<file path="src/hdl/rsx_pkg.sv">
`default_nettype none

package rsx_pkg;

    // command codes carried by a start item
    localparam logic [7:0] CMD_WRITE = 8'h01;
    localparam logic [7:0] CMD_READ  = 8'h02;

    // result kinds
    localparam logic [1:0] KIND_TX   = 2'd0;
    localparam logic [1:0] KIND_DATA = 2'd1;
    localparam logic [1:0] KIND_DONE = 2'd2;

    // completion status codes
    localparam logic [2:0] ST_OK       = 3'd0;
    localparam logic [2:0] ST_ADDR_BAD = 3'd1;
    localparam logic [2:0] ST_NOT_RDY  = 3'd2;
    localparam logic [2:0] ST_BAD_ACK  = 3'd3;
    localparam logic [2:0] ST_SUM_BAD  = 3'd4;

    // register indexes
    localparam logic [1:0] REG_PAYLOAD_LOW  = 2'd0;
    localparam logic [1:0] REG_PAYLOAD_HIGH = 2'd1;
    localparam logic [1:0] REG_ACK_VALUE    = 2'd2;

    localparam int PAYLOAD_LEN = 10;
    localparam int MAX_READ    = 3;
    localparam int QDEPTH      = 2;

    typedef enum logic [1:0] {
        JOB_SINGLE,
        JOB_WRITE,
        JOB_READ
    } t_job_type;

    // work handed from the front to the back
    typedef struct packed {
        t_job_type              jtype;
        logic [1:0]             kind;
        logic [7:0]             value;
        logic                   ninth;
        logic                   de;
        logic [2:0]             status;
        logic [MAX_READ-1:0][7:0] data;
    } t_job;

endpackage

`default_nettype wire

</file>
<file path="src/hdl/rsx_queue.sv">
`default_nettype none

module rsx_queue (
    input  wire             i_clk,
    input  wire             i_rst_n,
    input  wire             i_push,
    input  rsx_pkg::t_job   i_job,
    input  wire             i_pop,
    output rsx_pkg::t_job   o_head,
    output logic            o_empty,
    output logic            o_full
);
    import rsx_pkg::*;

    localparam int PW = $clog2(QDEPTH);
    localparam int CW = $clog2(QDEPTH + 1);

    t_job          r_mem [QDEPTH];
    logic [PW-1:0] r_wr_ptr;
    logic [PW-1:0] r_rd_ptr;
    logic [CW-1:0] r_count;

    assign o_head  = r_mem[r_rd_ptr];
    assign o_empty = (r_count == '0);
    assign o_full  = (r_count == CW'(QDEPTH));

    // storage
    always_ff @(posedge i_clk) begin
        if (i_push) begin
            r_mem[r_wr_ptr] <= i_job;
        end
    end

    // pointers and fill level
    always_ff @(posedge i_clk) begin
        if (!i_rst_n) begin
            r_wr_ptr <= '0;
            r_rd_ptr <= '0;
            r_count  <= '0;
        end else begin
            if (i_push) begin
                r_wr_ptr <= (r_wr_ptr == PW'(QDEPTH - 1)) ? '0 : r_wr_ptr + 1'b1;
            end
            if (i_pop) begin
                r_rd_ptr <= (r_rd_ptr == PW'(QDEPTH - 1)) ? '0 : r_rd_ptr + 1'b1;
            end
            case ({i_push, i_pop})
                2'b10:   r_count <= r_count + 1'b1;
                2'b01:   r_count <= r_count - 1'b1;
                default: r_count <= r_count;
            endcase
        end
    end

endmodule

`default_nettype wire

</file>
<file path="src/hdl/rsx_front.sv">
`default_nettype none

module rsx_front #(
    parameter int READ_LEN = 3
) (
    input  wire             i_clk,
    input  wire             i_rst_n,
    input  wire             i_in_valid,
    input  wire             i_full,
    input  wire             i_action,
    input  wire [7:0]       i_slave_address,
    input  wire [7:0]       i_command,
    input  wire [7:0]       i_rx_byte,
    input  wire [7:0]       i_ack_value,
    output logic            o_push,
    output rsx_pkg::t_job   o_job
);
    import rsx_pkg::*;

    localparam logic [1:0] LEN = 2'(READ_LEN);

    typedef enum logic [2:0] {
        PH_IDLE,
        PH_ADDR_ECHO,
        PH_CMD_ECHO,
        PH_ACK,
        PH_DATA,
        PH_SUM
    } t_phase;

    t_phase                  r_phase, n_phase;
    logic [7:0]              r_addr, n_addr;
    logic [7:0]              r_cmd, n_cmd;
    logic [7:0]              r_sum, n_sum;
    logic [1:0]              r_cnt, n_cnt;
    logic [MAX_READ-1:0][7:0] r_rx_data, n_rx_data;
    logic                    accept;
    logic [1:0]              cnt_inc;

    assign accept  = i_in_valid && !i_full;
    assign cnt_inc = r_cnt + 2'd1;

    // classify the item and build the job for the back end
    always_comb begin
        n_phase   = r_phase;
        n_addr    = r_addr;
        n_cmd     = r_cmd;
        n_sum     = r_sum;
        n_cnt     = r_cnt;
        n_rx_data = r_rx_data;
        o_push        = 1'b0;
        o_job.jtype   = JOB_SINGLE;
        o_job.kind    = KIND_DONE;
        o_job.value   = 8'd0;
        o_job.ninth   = 1'b0;
        o_job.de      = 1'b0;
        o_job.status  = ST_OK;
        o_job.data    = r_rx_data;
        if (accept) begin
            if (!i_action) begin
                // start restarts even when busy
                n_addr      = i_slave_address;
                n_cmd       = i_command;
                n_sum       = 8'd0;
                n_cnt       = 2'd0;
                n_phase     = PH_ADDR_ECHO;
                o_push      = 1'b1;
                o_job.kind  = KIND_TX;
                o_job.value = i_slave_address;
                o_job.ninth = 1'b1;
                o_job.de    = 1'b1;
            end else begin
                unique case (r_phase)
                    PH_IDLE: begin
                        n_phase = PH_IDLE;
                    end
                    PH_ADDR_ECHO: begin
                        o_push = 1'b1;
                        if (i_rx_byte != r_addr) begin
                            n_phase      = PH_IDLE;
                            o_job.status = ST_ADDR_BAD;
                        end else if (r_cmd == CMD_WRITE || r_cmd == CMD_READ) begin
                            n_phase     = PH_CMD_ECHO;
                            o_job.kind  = KIND_TX;
                            o_job.value = r_cmd;
                            o_job.de    = 1'b1;
                        end else begin
                            n_phase = PH_IDLE;
                        end
                    end
                    PH_CMD_ECHO: begin
                        if (i_rx_byte != r_cmd) begin
                            n_phase      = PH_IDLE;
                            o_push       = 1'b1;
                            o_job.status = ST_NOT_RDY;
                        end else if (r_cmd == CMD_WRITE) begin
                            n_phase     = PH_ACK;
                            o_push      = 1'b1;
                            o_job.jtype = JOB_WRITE;
                        end else begin
                            n_sum   = 8'd0;
                            n_cnt   = 2'd0;
                            n_phase = PH_DATA;
                        end
                    end
                    PH_ACK: begin
                        n_phase      = PH_IDLE;
                        o_push       = 1'b1;
                        o_job.status = (i_rx_byte == i_ack_value) ? ST_OK : ST_BAD_ACK;
                    end
                    PH_DATA: begin
                        n_rx_data[r_cnt] = i_rx_byte;
                        n_sum            = r_sum + i_rx_byte;
                        n_cnt            = cnt_inc;
                        if (cnt_inc >= LEN) begin
                            n_phase = PH_SUM;
                        end
                    end
                    PH_SUM: begin
                        n_phase = PH_IDLE;
                        o_push  = 1'b1;
                        if (i_rx_byte != r_sum) begin
                            o_job.status = ST_SUM_BAD;
                        end else begin
                            o_job.jtype = JOB_READ;
                        end
                    end
                    default: begin
                        n_phase = PH_IDLE;
                    end
                endcase
            end
        end
    end

    // transaction state
    always_ff @(posedge i_clk) begin
        if (!i_rst_n) begin
            r_phase <= PH_IDLE;
            r_addr  <= 8'd0;
            r_cmd   <= 8'd0;
            r_sum   <= 8'd0;
            r_cnt   <= 2'd0;
        end else begin
            r_phase <= n_phase;
            r_addr  <= n_addr;
            r_cmd   <= n_cmd;
            r_sum   <= n_sum;
            r_cnt   <= n_cnt;
        end
    end

    // received data bytes
    always_ff @(posedge i_clk) begin
        r_rx_data <= n_rx_data;
    end

endmodule

`default_nettype wire

</file>
<file path="src/hdl/rsx_back.sv">
`default_nettype none

module rsx_back #(
    parameter int READ_LEN = 3
) (
    input  wire                             i_clk,
    input  wire                             i_rst_n,
    input  rsx_pkg::t_job                   i_head,
    input  wire                             i_empty,
    output logic                            o_pop,
    input  wire [rsx_pkg::PAYLOAD_LEN-1:0][7:0] i_payload,
    input  wire                             i_out_stall,
    output logic                            o_out_valid,
    output logic [1:0]                      o_kind,
    output logic [7:0]                      o_byte_value,
    output logic                            o_ninth_bit,
    output logic                            o_driver_enable,
    output logic [2:0]                      o_status,
    output logic                            o_last
);
    import rsx_pkg::*;

    localparam logic [3:0] PLEN = 4'(PAYLOAD_LEN);
    localparam logic [3:0] RLEN = 4'(READ_LEN);

    logic       r_busy;
    t_job       r_job;
    logic [3:0] r_cnt;
    logic [7:0] r_sum;

    t_job       cur_job;
    logic [3:0] idx;
    logic [7:0] sum_in;
    logic [7:0] n_sum;
    logic       out_free;
    logic       emit;
    logic [1:0] res_kind;
    logic [7:0] res_value;
    logic       res_ninth;
    logic       res_de;
    logic [2:0] res_status;
    logic       res_last;

    assign cur_job  = r_busy ? r_job : i_head;
    assign idx      = r_busy ? r_cnt : 4'd0;
    assign sum_in   = r_busy ? r_sum : 8'd0;
    assign out_free = !o_out_valid || !i_out_stall;
    assign emit     = out_free && (r_busy || !i_empty);
    assign o_pop    = emit && !r_busy;

    // expand the current job into one result per cycle while the output is not stalled
    always_comb begin
        res_kind   = cur_job.kind;
        res_value  = cur_job.value;
        res_ninth  = cur_job.ninth;
        res_de     = cur_job.de;
        res_status = cur_job.status;
        res_last   = 1'b1;
        n_sum      = sum_in;
        case (cur_job.jtype)
            JOB_WRITE: begin
                res_kind   = KIND_TX;
                res_ninth  = 1'b0;
                res_de     = 1'b1;
                res_status = ST_OK;
                if (idx < PLEN) begin
                    res_value = i_payload[idx];
                    res_last  = 1'b0;
                    n_sum     = sum_in + i_payload[idx];
                end else begin
                    res_value = sum_in;
                end
            end
            JOB_READ: begin
                res_ninth  = 1'b0;
                res_de     = 1'b0;
                res_status = ST_OK;
                if (idx < RLEN) begin
                    res_kind  = KIND_DATA;
                    res_value = cur_job.data[idx[1:0]];
                    res_last  = 1'b0;
                end else begin
                    res_kind  = KIND_DONE;
                    res_value = 8'd0;
                end
            end
            default: begin
                res_last = 1'b1;
            end
        endcase
    end

    // job progress and output valid
    always_ff @(posedge i_clk) begin
        if (!i_rst_n) begin
            r_busy      <= 1'b0;
            o_out_valid <= 1'b0;
        end else begin
            if (emit) begin
                o_out_valid <= 1'b1;
                r_busy      <= !res_last;
            end else if (!i_out_stall) begin
                o_out_valid <= 1'b0;
            end
        end
    end

    // job copy, counters and output payload
    always_ff @(posedge i_clk) begin
        if (emit) begin
            r_job           <= cur_job;
            r_cnt           <= idx + 4'd1;
            r_sum           <= n_sum;
            o_kind          <= res_kind;
            o_byte_value    <= res_value;
            o_ninth_bit     <= res_ninth;
            o_driver_enable <= res_de;
            o_status        <= res_status;
            o_last          <= res_last;
        end
    end

endmodule

`default_nettype wire

</file>
<file path="src/hdl/rs485_master_exchange.sv">
// Path: an item's job is queued, then the idle back end registers its first result.
// Throughput: one input item per cycle while the two-entry job queue has room; results
// leave at one per cycle unless the output stalls; a write's command echo yields eleven
// transmit bytes. Reset: synchronous, active low; clears phase, counters, queue and
// output valid, and loads the registers with their defaults. No clearing pass.
`default_nettype none

module rs485_master_exchange #(
    parameter int READ_LEN = 3
) (
    input  wire         i_clk,
    input  wire         i_rst_n,
    // input channel
    input  wire         i_in_valid,
    output logic        o_in_stall,
    input  wire         i_action,
    input  wire [7:0]   i_slave_address,
    input  wire [7:0]   i_command,
    input  wire [7:0]   i_rx_byte,
    // output channel
    output logic        o_out_valid,
    input  wire         i_out_stall,
    output logic [1:0]  o_kind,
    output logic [7:0]  o_byte_value,
    output logic        o_ninth_bit,
    output logic        o_driver_enable,
    output logic [2:0]  o_status,
    output logic        o_last,
    // register port
    input  wire         psel,
    input  wire         penable,
    input  wire         pwrite,
    input  wire [4:0]   paddr,
    input  wire [63:0]  pwdata,
    output logic [63:0] prdata,
    output logic        pready
);
    import rsx_pkg::*;

    logic [63:0] r_payload_low;
    logic [15:0] r_payload_high;
    logic [7:0]  r_ack_value;
    logic [1:0]  reg_idx;
    logic        wr_en;

    logic        q_push;
    t_job        q_in;
    logic        q_pop;
    t_job        q_head;
    logic        q_empty;
    logic        q_full;

    logic [PAYLOAD_LEN-1:0][7:0] payload;

    assign pready  = 1'b1;
    assign reg_idx = paddr[4:3];
    assign wr_en   = psel && penable && pwrite && pready;
    assign payload = {r_payload_high, r_payload_low};

    // register writes
    always_ff @(posedge i_clk) begin
        if (!i_rst_n) begin
            r_payload_low  <= 64'h0706050403020100;
            r_payload_high <= 16'h0908;
            r_ack_value    <= 8'hCC;
        end else if (wr_en) begin
            unique case (reg_idx)
                REG_PAYLOAD_LOW:  r_payload_low  <= pwdata;
                REG_PAYLOAD_HIGH: r_payload_high <= pwdata[15:0];
                REG_ACK_VALUE:    r_ack_value    <= pwdata[7:0];
                default:          r_ack_value    <= r_ack_value;
            endcase
        end
    end

    // register reads
    always_comb begin
        unique case (reg_idx)
            REG_PAYLOAD_LOW:  prdata = r_payload_low;
            REG_PAYLOAD_HIGH: prdata = {48'd0, r_payload_high};
            REG_ACK_VALUE:    prdata = {56'd0, r_ack_value};
            default:          prdata = 64'd0;
        endcase
    end

    assign o_in_stall = q_full;

    rsx_front #(
        .READ_LEN (READ_LEN)
    ) u_front (
        .i_clk           (i_clk),
        .i_rst_n         (i_rst_n),
        .i_in_valid      (i_in_valid),
        .i_full          (q_full),
        .i_action        (i_action),
        .i_slave_address (i_slave_address),
        .i_command       (i_command),
        .i_rx_byte       (i_rx_byte),
        .i_ack_value     (r_ack_value),
        .o_push          (q_push),
        .o_job           (q_in)
    );

    rsx_queue u_queue (
        .i_clk   (i_clk),
        .i_rst_n (i_rst_n),
        .i_push  (q_push),
        .i_job   (q_in),
        .i_pop   (q_pop),
        .o_head  (q_head),
        .o_empty (q_empty),
        .o_full  (q_full)
    );

    rsx_back #(
        .READ_LEN (READ_LEN)
    ) u_back (
        .i_clk           (i_clk),
        .i_rst_n         (i_rst_n),
        .i_head          (q_head),
        .i_empty         (q_empty),
        .o_pop           (q_pop),
        .i_payload       (payload),
        .i_out_stall     (i_out_stall),
        .o_out_valid     (o_out_valid),
        .o_kind          (o_kind),
        .o_byte_value    (o_byte_value),
        .o_ninth_bit     (o_ninth_bit),
        .o_driver_enable (o_driver_enable),
        .o_status        (o_status),
        .o_last          (o_last)
    );

endmodule

`default_nettype wire

</file>
<file path="config.mk">
export PLATFORM = sky130hd
export DESIGN_NAME = rs485_master_exchange
export DESIGN_NICKNAME = d
export VERILOG_FILES = /design/src/hdl/rsx_pkg.sv /design/src/hdl/rsx_queue.sv /design/src/hdl/rsx_front.sv /design/src/hdl/rsx_back.sv /design/src/hdl/rs485_master_exchange.sv
export SDC_FILE = /design/constraint.sdc
export NUM_CORES = 1
export LEC_CHECK = 0
export ABC_AREA = 1
export BUFFER_PORTS_ARGS = -buffer_cell sky130_fd_sc_hd__buf_2
export CAP_MARGIN = 20
export CORE_UTILIZATION = 41
export CTS_BUF_LIST = sky130_fd_sc_hd__clkbuf_8
export DETAILED_ROUTE_END_ITERATION = 8
export PLACE_DENSITY = 0.65
export REMOVE_ABC_BUFFERS = 1
export SYNTH_ARGS = -nofsm -noshare
export SYNTH_HDL_FRONTEND = slang
export SYNTH_SLANG_ARGS = --single-unit
</file>
<file path="constraint.sdc">
create_clock -name i_clk -period 5.3 [get_ports i_clk]
set_input_delay 0.265 -clock i_clk [delete_from_list [all_inputs] [get_ports i_clk]]
set_output_delay 0.265 -clock i_clk [all_outputs]
set_load 0.03 [all_outputs]
</file>
==> flow_metrics.py <==
metrics = {
    "status": {
        "status": "finished, final reports clean",
    },
    "routing": {
        "wl_met2_microns": 17300,
        "routed_wl_microns": 37600,
        "drt_first_pass_iters": 5,
        "routed.top_layer": "met4",
        "drt-initial-drc-count": 905,
        "vias": 11900,
        "dr_wl_met3_microns": 2090,
        "drc": 0,
        "antenna_left": 0,
        "vias_per_cell": 5.05,
        "wire_per_inst_microns": 16.0,
        "wl_met1_microns": 16600,
    },
    "yosys": {
        "synth_area_sq_mm": 0.0139,
        "synth-seq-cells": 297,
        "netlist_top_cells_count": "338 x nand2_1, 215 x nor2_1, 173 x edfxtp_1",
        "synth.area.top_cells": "edfxtp_1 37%, dfxtp_1 18%, nand2_1 9.1%",
        "syn-mean-instance-area_sq_um": 8.60,
        "synth_top_area_share": 0.374,
        "ys_seq_area_frac": 0.553,
        "ys_async_sr_fraction": 0,
        "synthMostInstantiatedCell": "nand2_1",
        "synth-main-ff-cell": "edfxtp_1",
        "synth_cells": 1615,
        "synth_cell_types": 41,
        "synth_top_area_cell": "edfxtp_1",
        "synth_edf_count": 173,
        "yosysWarningCount": 0,
    },
    "placement": {
        "io_buffers": 179,
        "place_congestion": 0.891,
        "dp_slack_ps": 1610,
        "placedCellCount": 2179,
        "placed_area_sq_mm": 0.0151,
        "dp_hpwl_microns": 24800,
    },
    "worst_setup_path": {
        "cp_max_fo": 61,
        "startpoint_type": "flip-flop",
        "reg2reg_from": "u_back.r_cnt[0]",
        "criticalPathCategory": "reg2reg",
        "end_kind": "flip-flop",
        "required_ps": 5630,
        "worstSetupStartpoint": "u_back.r_cnt[0]",
        "arrival_ps": 4020,
    },
    "floorplan": {
        "die_x_microns": 186,
        "die_area_sq_mm": 0.0346,
        "start_util": 0.415,
        "core-area_sq_mm": 0.0334,
        "io_pins": 184,
        "fp.dieH_microns": 186,
        "std_cell_rows": 67,
    },
    "timing": {
        "min_period_over_period": 0.697,
        "finalClockSkew_ps": 19.6,
        "final.setup.tns_ps": 0,
        "layout_setup_ws_ps": 1610,
        "timing.slew.headroom": 0.362,
        "hold_viol": 0,
        "drv_slew": 0,
        "fmax_ghz": 0.271,
        "fin_crit_ps": 3690,
        "max_slew.worst_pin.slew_ps": 957,
        "setup_violations": 0,
        "rsz0062_at_grt": "no",
    },
    "cts": {
        "cts_htree_levels": 2,
        "post-cts-setup-buffers": 0,
        "root_buffer": "clkbuf_8",
        "clockBufferDepth": 3,
        "cts_buffers": 51,
        "clk_pin_slew_ps": 60,
        "post_cts_resized": 0,
        "cts_tree": "done",
        "clk_latency_ps": 580,
        "ctsHoldBuffers": 78,
        "cts_sinks": 297,
    },
    "grt": {
        "grt.total_usage": 0.219,
        "antenna_found_initial": 1,
        "grt_first_pass_wirelength_microns": 58900,
        "grt_remaining_overflow": 0,
        "grt_pass1_vias": 11500,
        "grt_max_degree": 93,
    },
    "power": {
        "p_leak_nw": 7.41,
        "p_per_area_mw_per_mm2": 470,
        "peakVddDrop_mv": 0.272,
    },
    "finish": {
        "finalNetCount": 1987,
        "drive_gt1_frac": 0.157,
        "area_growth_pct": 21.8,
        "final_area_sq_mm": 0.0169,
        "layoutNonFillerInstCount": 2353,
    },
    "hold_path": {
        "hold_start": "i_slave_address[4]",
        "hold_path_class": "in2reg",
    },
    "flow_run": {
        "cap_violations": 0,
    },
}
metal layers:
| layer | track usage | vias to the layer above |
|---|---|---|
| met5 | 0 | - |
| met4 | 0.106 | 0 |
| met3 | 0.0337 | 118 |
| met2 | 0.352 | 402 |
| met1 | 0.290 | 5508 |
| li1 | - | 5859 |
sequential cells by signal, summed over array words and instances (netlist names), 4 cells and up, named ones only:
name	count
u_back.o_byte_value	8
u_front.r_cmd	8
r_ack_value	8
u_back.r_cnt	4
u_front.r_sum	8
u_back.r_job	41
u_queue.r_mem	80
u_front.r_addr	8
r_payload_high	16
u_front.o_job	24
r_payload_low	64
u_back.r_sum	8
critical path, cell delays in order, from the launching register on:
cell      delay [ps]
edfxtp_1         490
nand2_4          560
inv_2            360
nand2_1          140
nand3_1          110
nand3_1          110
nand3_1           70
nand2_1           90
clkinv_1          90
ha_1             230
fa_1             410
nand3_1           90
nand3_1          110
nand2_1           90
nand2_1           50
a21oi_1          170
nor2_1            60
o21ai_0          160
nand2_1           60
report_power, final:
group          leakage, nW  total [W]  internal (W)  switching [W]
registers             2.64    0.00326       0.00310       0.000162
logic                 4.15    0.00257      0.000740        0.00183
clock network        0.621    0.00212       0.00119       0.000930
cells in the final DEF, fill, tap and decap left out, types with 3 or more instances in the layout:
cell,netlist,layout
dfxtp_1,124,123
dlygate4sd3_1,0,78
mux2i_1,7,7
inv_1,166,188
inv_2,12,12
bufinv_16,0,3
a22oi_1,5,5
xor2_1,18,18
edfxtp_1,173,173
buf_2,27,179
nor2_1,215,214
ha_1,22,22
o21ai_0,119,119
nor2_4,4,5
nor4_1,3,3
clkbuf_8,0,61
buf_4,7,13
clkinv_1,1,5
o211ai_1,33,33
or2_2,9,9
nand3_1,82,82
o21ai_1,19,19
nor2_2,5,5
nand2_1,338,338
a21oi_1,149,148
o22ai_1,3,3
nand4_1,10,10
xnor2_1,3,3
clkinv_2,0,3
a21boi_0,4,4
final timing paths:
path | to | slack, ps | cells after the start
worst max-delay path | u_back.r_sum[6] | 1610 | 18
worst min-delay path | u_front.r_addr[4] | 60 | 3
worst min register to register | u_queue.r_mem[1][0] | 440 | 0
worst max register to register | u_back.r_sum[6] | 1610 | 18
layout make-up:
type,instances,area (sq um)
clock buffer,61,840
antenna,1,2.50
timing repair buffer,270,1770
fill,3127,16500
multi-input combinational,1063,5170
inverter,179,672
tap,448,561
sequential,297,7680
clock inverter,34,219
cell families (layout without fill, tap and decap cells):
logic type | Yosys count | in the layout | share of synthesized area
adder cells (fa/ha/maj) | 24 | 24 | 0.0227
AND/OR/NAND/NOR | 671 | 671 | 0.197
AO/OA/AOI/OAI | 339 | 339 | 0.132
flip-flops | 297 | 297 | 0.553
other | 1 | 2 | 0.000270
multiplexers | 7 | 7 | 0.00504
XOR/XNOR | 21 | 21 | 0.0132
buffers and inverters | 255 | 544 | 0.0772
stage by stage:
step	power (W)	hold slack (ps)	util
floorplan	0.00500	349	-
global placement	0.00577	422	0.451
detailed placement	0.00583	429	0.451
CTS	0.00800	19.7	0.506
global route	0.00846	30.3	0.506
finish	0.00795	59.0	0.506
(Power assumes the default switching activity.)
